<file path="src/hw/rtl/tsd_pkg.sv">
`timescale 1ns / 1ps
`default_nettype none
// ----------------------------------------------------------------------------
// tsd_pkg
// shared types, constants and the crc-8 byte step for the scratchpad decoder
// ----------------------------------------------------------------------------
package tsd_pkg;

    localparam int unsigned ADDR_W     = 4;
    localparam int unsigned DATA_W     = 32;
    localparam int unsigned BYTE_IDX_W = 4;

    typedef logic [ADDR_W-1:0] t_addr;
    typedef logic [DATA_W-1:0] t_data;
    typedef logic [BYTE_IDX_W-1:0] t_byte_idx;
    typedef logic signed [15:0] t_temp;
    typedef logic signed [11:0] t_cal;

    typedef enum logic [1:0] {
        REG_FAMILY = 2'd0,
        REG_FOUND  = 2'd1,
        REG_CAL    = 2'd2
    } t_reg_idx;

    typedef enum logic [1:0] {
        ST_VALID    = 2'd0,
        ST_CRC_FAIL = 2'd1,
        ST_NO_SENSE = 2'd2
    } t_status;

    localparam logic [7:0] FAMILY_NINE_BIT = 8'h10;
    localparam logic [7:0] FAMILY_RESET    = 8'h28;
    localparam logic [7:0] CPD_FULL        = 8'h10;
    localparam logic [7:0] CRC_POLY_REFL   = 8'h8C;
    localparam t_byte_idx  IDX_TEMP_LO     = 4'd0;
    localparam t_byte_idx  IDX_TEMP_HI     = 4'd1;
    localparam t_byte_idx  IDX_RES         = 4'd4;
    localparam t_byte_idx  IDX_CNT_REM     = 4'd6;
    localparam t_byte_idx  IDX_CNT_PER     = 4'd7;
    localparam t_byte_idx  IDX_CRC         = 4'd8;
    localparam t_temp      TEMP_CRC_FAIL   = -16'sd944;
    localparam t_temp      TEMP_NO_SENSOR  = -16'sd960;

    function automatic logic [7:0] crc_byte(input logic [7:0] crc, input logic [7:0] b);
        logic [7:0] c;
        c = crc ^ b;
        for (int i = 0; i < 8; i++) begin
            if (c[0]) begin
                c = (c >> 1) ^ CRC_POLY_REFL;
            end else begin
                c = c >> 1;
            end
        end
        return c;
    endfunction

endpackage
`default_nettype wire

</file>
<file path="src/hw/rtl/temp_scratchpad_decoder_top.sv">
`timescale 1ns / 1ps
`default_nettype none
// ----------------------------------------------------------------------------
// temp_scratchpad_decoder_top
// decodes the nine scratchpad bytes of a 1-wire thermometer into a reading
//
// input stream: one scratchpad byte per transaction, byte 0 first; the block
// counts bytes itself and runs the crc-8 over bytes 0 to 7
// output stream: one transaction after every byte 8, temperature in sixteenths
// of a degree on tdata, status on tuser (valid, crc failed, no sensor)
// after byte 8 is accepted the result passes the conversion register, then
// the calibration add and saturate into the output register
// throughput: one byte per cycle while s_tready is high, set by the byte-wide crc step
// when the receiver stalls, the two result registers fill and then s_tready
// drops; no transaction is lost
// reset: byte count and crc clear, registers return to family 0x28, no sensor,
// zero calibration; the apb port writes registers at any time, pready is
// always high
// ----------------------------------------------------------------------------
module temp_scratchpad_decoder_top (
    input  wire              i_clk,
    input  wire              i_rst_n,
    input  wire              i_s_tvalid,
    output logic             o_s_tready,
    input  wire  [7:0]       i_s_tdata,   // [7:0] scratch_byte
    output logic             o_m_tvalid,
    input  wire              i_m_tready,
    output logic [15:0]      o_m_tdata,   // [15:0] temperature
    output logic [1:0]       o_m_tuser,   // [1:0] status
    input  wire              psel,
    input  wire              penable,
    input  wire              pwrite,
    input  wire  tsd_pkg::t_addr paddr,
    input  wire  tsd_pkg::t_data pwdata,
    output tsd_pkg::t_data   prdata,
    output logic             pready
);
    import tsd_pkg::*;

    logic [7:0] r_family;
    logic       r_found;
    t_cal       r_cal;

    t_byte_idx  r_idx;
    logic [7:0] r_crc;
    logic [7:0] r_tlo, r_thi, r_res, r_crem, r_cper;

    logic       r_s1_valid;
    t_temp      r_s1_temp;
    t_status    r_s1_status;

    logic       r_out_valid;
    t_temp      r_out_temp;
    t_status    r_out_status;

    logic       s_acc, s1_adv, out_free, is_last, cfg_wr;
    t_byte_idx  eff_idx;
    t_reg_idx   reg_sel;
    logic [15:0] raw16, n_raw;
    logic signed [16:0] sum;
    t_temp      n_out_temp;

    assign pready   = 1'b1;
    assign cfg_wr   = psel && penable && pwrite && pready;
    assign reg_sel  = t_reg_idx'(paddr[3:2]);

    always_comb begin
        prdata = '0;
        case (reg_sel)
            REG_FAMILY: prdata = {24'd0, r_family};
            REG_FOUND:  prdata = {31'd0, r_found};
            REG_CAL:    prdata = {20'd0, r_cal};
            default:    prdata = '0;
        endcase
    end

    // handshake
    assign out_free   = !r_out_valid || i_m_tready;
    assign s1_adv     = r_s1_valid && out_free;
    assign o_s_tready = !r_s1_valid || out_free;
    assign s_acc      = i_s_tvalid && o_s_tready;
    assign eff_idx    = (r_idx > IDX_CRC) ? IDX_TEMP_LO : r_idx;
    assign is_last    = (eff_idx == IDX_CRC);

    // conversion of the captured bytes
    always_comb begin
        raw16 = {r_thi, r_tlo};
        n_raw = raw16;
        if (r_family == FAMILY_NINE_BIT) begin
            n_raw = raw16 << 3;
            if (r_cper == CPD_FULL) begin
                n_raw = (n_raw & 16'hFFF0) + 16'd12 - {8'd0, r_crem};
            end
        end else begin
            case (r_res[6:5])
                2'b00:   n_raw = raw16 & 16'hFFF8;
                2'b01:   n_raw = raw16 & 16'hFFFC;
                2'b10:   n_raw = raw16 & 16'hFFFE;
                default: n_raw = raw16;
            endcase
        end
    end

    // calibration add and saturate, applied to valid readings only
    always_comb begin
        sum = {r_s1_temp[15], r_s1_temp} + 17'(signed'(r_cal));
        if (r_s1_status != ST_VALID) begin
            n_out_temp = r_s1_temp;
        end else if (sum[16] != sum[15]) begin
            n_out_temp = sum[16] ? 16'sh8000 : 16'sh7FFF;
        end else begin
            n_out_temp = sum[15:0];
        end
    end

    always_ff @(posedge i_clk) begin
        if (!i_rst_n) begin
            r_family    <= FAMILY_RESET;
            r_found     <= 1'b0;
            r_cal       <= '0;
            r_idx       <= '0;
            r_crc       <= '0;
            r_tlo       <= '0;
            r_thi       <= '0;
            r_res       <= '0;
            r_crem      <= '0;
            r_cper      <= '0;
            r_s1_valid  <= 1'b0;
            r_out_valid <= 1'b0;
        end else begin
            if (cfg_wr) begin
                case (reg_sel)
                    REG_FAMILY: r_family <= pwdata[7:0];
                    REG_FOUND:  r_found  <= pwdata[0];
                    REG_CAL:    r_cal    <= pwdata[11:0];
                    default:    ;
                endcase
            end

            if (s_acc) begin
                if (is_last) begin
                    r_idx <= '0;
                    r_crc <= '0;
                end else begin
                    r_idx <= eff_idx + 4'd1;
                    r_crc <= crc_byte(r_crc, i_s_tdata);
                    case (eff_idx)
                        IDX_TEMP_LO: r_tlo  <= i_s_tdata;
                        IDX_TEMP_HI: r_thi  <= i_s_tdata;
                        IDX_RES:     r_res  <= i_s_tdata;
                        IDX_CNT_REM: r_crem <= i_s_tdata;
                        IDX_CNT_PER: r_cper <= i_s_tdata;
                        default:     ;
                    endcase
                end
            end

            if (s_acc && is_last) begin
                r_s1_valid <= 1'b1;
                if (!r_found) begin
                    r_s1_temp   <= TEMP_NO_SENSOR;
                    r_s1_status <= ST_NO_SENSE;
                end else if (r_crc != i_s_tdata) begin
                    r_s1_temp   <= TEMP_CRC_FAIL;
                    r_s1_status <= ST_CRC_FAIL;
                end else begin
                    r_s1_temp   <= n_raw;
                    r_s1_status <= ST_VALID;
                end
            end else if (s1_adv) begin
                r_s1_valid <= 1'b0;
            end

            if (s1_adv) begin
                r_out_valid  <= 1'b1;
                r_out_temp   <= n_out_temp;
                r_out_status <= r_s1_status;
            end else if (i_m_tready) begin
                r_out_valid <= 1'b0;
            end
        end
    end

    assign o_m_tvalid = r_out_valid;
    assign o_m_tdata  = r_out_temp;
    assign o_m_tuser  = r_out_status;

endmodule
`default_nettype wire

</file>
<file path="config.mk">
export PLATFORM = sky130hd
export DESIGN_NAME = temp_scratchpad_decoder_top
export DESIGN_NICKNAME = d
export VERILOG_FILES = /design/src/hw/rtl/tsd_pkg.sv /design/src/hw/rtl/temp_scratchpad_decoder_top.sv
export SDC_FILE = /design/constraint.sdc
export NUM_CORES = 1
export LEC_CHECK = 0
export ABC_AREA = 1
export BUFFER_PORTS_ARGS = -buffer_cell sky130_fd_sc_hd__buf_2
export CAP_MARGIN = 25
export CORE_AREA = 2 2 109 111
export DETAILED_ROUTE_END_ITERATION = 6
export DIE_AREA = 0 0 111 113
export PLACE_DENSITY = 0.79
export SLEW_MARGIN = 30
export SYNTH_ARGS = -nofsm -noshare
export SYNTH_HDL_FRONTEND = slang
export SYNTH_SLANG_ARGS = --single-unit
</file>
<file path="constraint.sdc">
create_clock -name i_clk -period 2.7 [get_ports i_clk]
set_input_delay 0.135 -clock i_clk [delete_from_list [all_inputs] [get_ports i_clk]]
set_output_delay 0.135 -clock i_clk [all_outputs]
set_load 0.05 [all_outputs]
</file>
==> out/metrics.yaml <==
clock_latency_ns: 0.35
reg2reg_to: "o_m_tdata[1]$_DFFE_PP_"
die_h_um: 113
drc_errors: 0
tightest_slew_ns: 0.526
grt_pass1_vias: 5199
peakVddDrop_uv: 532
ys_warn_count: 0
critPathKind: "flop to flop"
r2r_start: "r_cal[0]$_SDFFE_PN0P_"
vias: 5657
coreArea_um2: 11300
syn_inst: 886
syn_area_per_cell_um2: 7.15
fillerInstances: 1084
portBuffers: 60
grt_pass1_wl_um: 24000
drt_pass1_iterations: 5
path_cells: "ha_1, inv_1, fa_1, nand3b_1, nand2_1, nand2_1, nand2_1, nand2_1, nand3_1, nand2_2, a21oi_4, buf_4, a21oi_1"
cts_resized: 0
drive_gt1_share_pct: 12.3
post-synth-top-count-cell: "nand2_1"
htreeDepth: 3
crit_path_max_incr_delay_ns: 0.38
die_area_um2: 12500
arrival_ns: 2.60
synth_common_cells: "nand2_1, nor2_1, inv_1"
min_path_cells: 3
relSlewSlack_pct: 64.7
synth_edf_count: 36
cts_inserted_buffers: 9
synth-main-ff-cell: "dfxtp_1"
status: "complete, no violations"
cts_tree: "built"
ff2ff_path_depth: 13
worstPathRequired_ns: 2.78
layout.nets: 1018
cts_setup_buffers: 0
setup_viol: 0
period_share_pct: 93.3
worst-path-max-fanout: 14
critPathCaptureType: "flop"
post-synth-top-area-cell: "dfxtp_1"
max_freq_mhz: 397
ant_nets: 0
initial_core_util_pct: 56.2
finalHoldViolCount: 0
root_buffer: "clkbuf_16"
slew_viol_final: 0
antenna_found_initial: 0
track_usage_pct: 23.3
hold_path_class: "primary input to flop"
start_kind: "flop"
leakage_uw: 0.00324
post_drt_wl_per_cell_um: 13.0
power_density_nw_per_um2: 529
crit_slowest_cell: "fa_1"
synthTopCellsByArea: "dfxtp_1, edfxtp_1, nand2_1, nor2_1, a21oi_1"
overflow: 0
drt_iter0_markers: 398
num_rows: 39
p_total_uw: 3700
wl_um: 14100
cp_top_family: "simple AND/OR/NAND/NOR gates"
ios: 104
n_antenna_cell: 0
syn-cell-area_um2: 6340
path_buf_inv: 2
die_x_um: 111
finClkSkew_ns: 0.00797
ys_ff_latch: 105
final.setup.tns_ns: 0
gp_congestion: 0.937
cts_hold_buf: 0
area_growth_syn_to_layout_pct: 10.5
hold_path_end: "r_family[5]$_SDFFE_PN1P_"
post-route-min-period_ns: 2.52
post-dp-hpwl_um: 10600
netlist.area_leader.share_pct: 21.8
seqCellArea_um2: 2460
cpMostUsedCell: "nand2_1"
postSynth.asyncResetShare_pct: 0
multi_input_area_um2: 3300
cts_sinks: 105
ys_types: 39
clk_path_buf_depth: 2
clk_transition_reported_paths_ns: 0.07
max-cap-violations: 0
grt_start_max_net_pins: 36
drt-vias-per-instance: 5.19
r2r_slack_ns: 0.18
ys_seq_area_share_pct: 38.8
min-delay-start: "pwdata[5]"
final cells by class:
class | instances | share of cell area (%)
clock buffers | 13 | 3.88
clock inverters | 3 | 0.679
inverters | 102 | 5.47
multi-input cells | 655 | 47.1
flip-flops and latches | 105 | 35.2
well taps | 143 | 2.55
repair buffers | 68 | 5.15
metal layers:
| metal | share of wire, % | GRT usage, % | vias up | wire, µm |
|---|---|---|---|---|
| li1 | - | - | 2956 | - |
| met1 | 45 | 29.0 | 2546 | 6330 |
| met2 | 49 | 41.9 | 141 | 6940 |
| met3 | 4.5 | 4.02 | 14 | 640 |
| met4 | 1.4 | 6.67 | 0 | 193 |
| met5 | 0 | 0 | - | 0 |
flip-flops by register name, summed over array words and instances, names as in the netlist, 4 cells and up:
| register | cells |
|---|---|
| r_s1_temp | 16 |
| r_cal | 12 |
| r_idx | 4 |
| r_crem | 8 |
| o_m_tdata | 16 |
| r_tlo | 8 |
| r_thi | 8 |
| r_crc | 8 |
| r_cper | 8 |
| r_family | 8 |
worst reg2reg max path: cells and delay by family, from the launching register on:
kind	cells	cell delay [ns]
AND/OR/NAND/NOR	7	0.81
adder cells (fa/ha/maj)	2	0.55
flip-flops	1	0.35
buffers and inverters	2	0.33
AO/OA/AOI/OAI	2	0.23
cells in the final DEF (no fill, tap or decap), drive strengths merged:
cell type / synthesis / routed
dfxtp: 69 / 69
or2: 4 / 4
nor4: 1 / 1
conb: 2 / 21
xor2: 17 / 17
buf: 32 / 68
clkbuf: 11 / 13
clkinv: 1 / 3
xnor2: 6 / 6
nor3: 6 / 6
o21ai: 73 / 73
nand2: 214 / 214
a21o: 1 / 1
bufinv: 0 / 1
nand3b: 5 / 5
inv: 101 / 101
a31oi: 1 / 1
o211ai: 7 / 7
nand4: 8 / 8
o21a: 1 / 1
a21oi: 91 / 91
nor2: 119 / 119
edfxtp: 36 / 36
fa: 1 / 1
o22ai: 1 / 1
o21bai: 1 / 1
a211oi: 1 / 1
a32oi: 2 / 2
nand3: 49 / 49
ha: 25 / 25
report_power, final:
group | total (µW) | leakage, µW | internal (µW) | switching (µW)
sequential | 1720 | 0.000920 | 1670 | 47.5
combinational | 611 | 0.00217 | 194 | 417
clock | 1370 | 0.000155 | 805 | 564
worst max-delay path by stage:
stage	startpoint	to	slack (ns)	cells past startpoint
2_1_floorplan	o_m_tvalid$_SDFFE_PN0P_	r_s1_status[0]$_SDFFCE_PN0P_	0.50	5
3_3_place_gp	r_cal[0]$_SDFFE_PN0P_	o_m_tdata[3]$_DFFE_PP_	0.28	13
3_5_place_dp	r_cal[0]$_SDFFE_PN0P_	o_m_tdata[1]$_DFFE_PP_	0.23	13
4_1_cts	r_cal[0]$_SDFFE_PN0P_	o_m_tdata[1]$_DFFE_PP_	0.21	13
5_1_grt	r_s1_temp[0]$_SDFFCE_PP0P_	o_m_tdata[1]$_DFFE_PP_	-0.005	13
6_report	r_cal[0]$_SDFFE_PN0P_	o_m_tdata[1]$_DFFE_PP_	0.18	13
stage by stage:
| stage | util, % | instances | setup slack (ns) | hold WS [ns] | area, µm² |
|---|---|---|---|---|---|
| 2_1_floorplan | - | 905 | 0.500 | 0.265 | 6410 |
| 3_3_place_gp | 59.3 | 1073 | 0.283 | 0.371 | 6680 |
| 3_5_place_dp | 59.3 | 1073 | 0.226 | 0.380 | 6680 |
| 4_1_cts | 62.1 | 1089 | 0.214 | 0.00698 | 7000 |
| 5_1_grt | 62.1 | 1089 | -0.00512 | 0.0315 | 7000 |
| 6_report | 62.1 | 1089 | 0.180 | 0.0209 | 7000 |
cell families after synthesis:
logic type	count (synthesis)	share of synthesized area [%]
AND/OR/NAND/NOR	406	26.6
adder cells (fa/ha/maj)	26	5.25
AO/OA/AOI/OAI	179	15.7
other	2	0.118
buffers and inverters	145	10.3
XOR/XNOR	23	3.18
flip-flops	105	38.8
No activity file was read; power rests on OpenSTA's default activity.
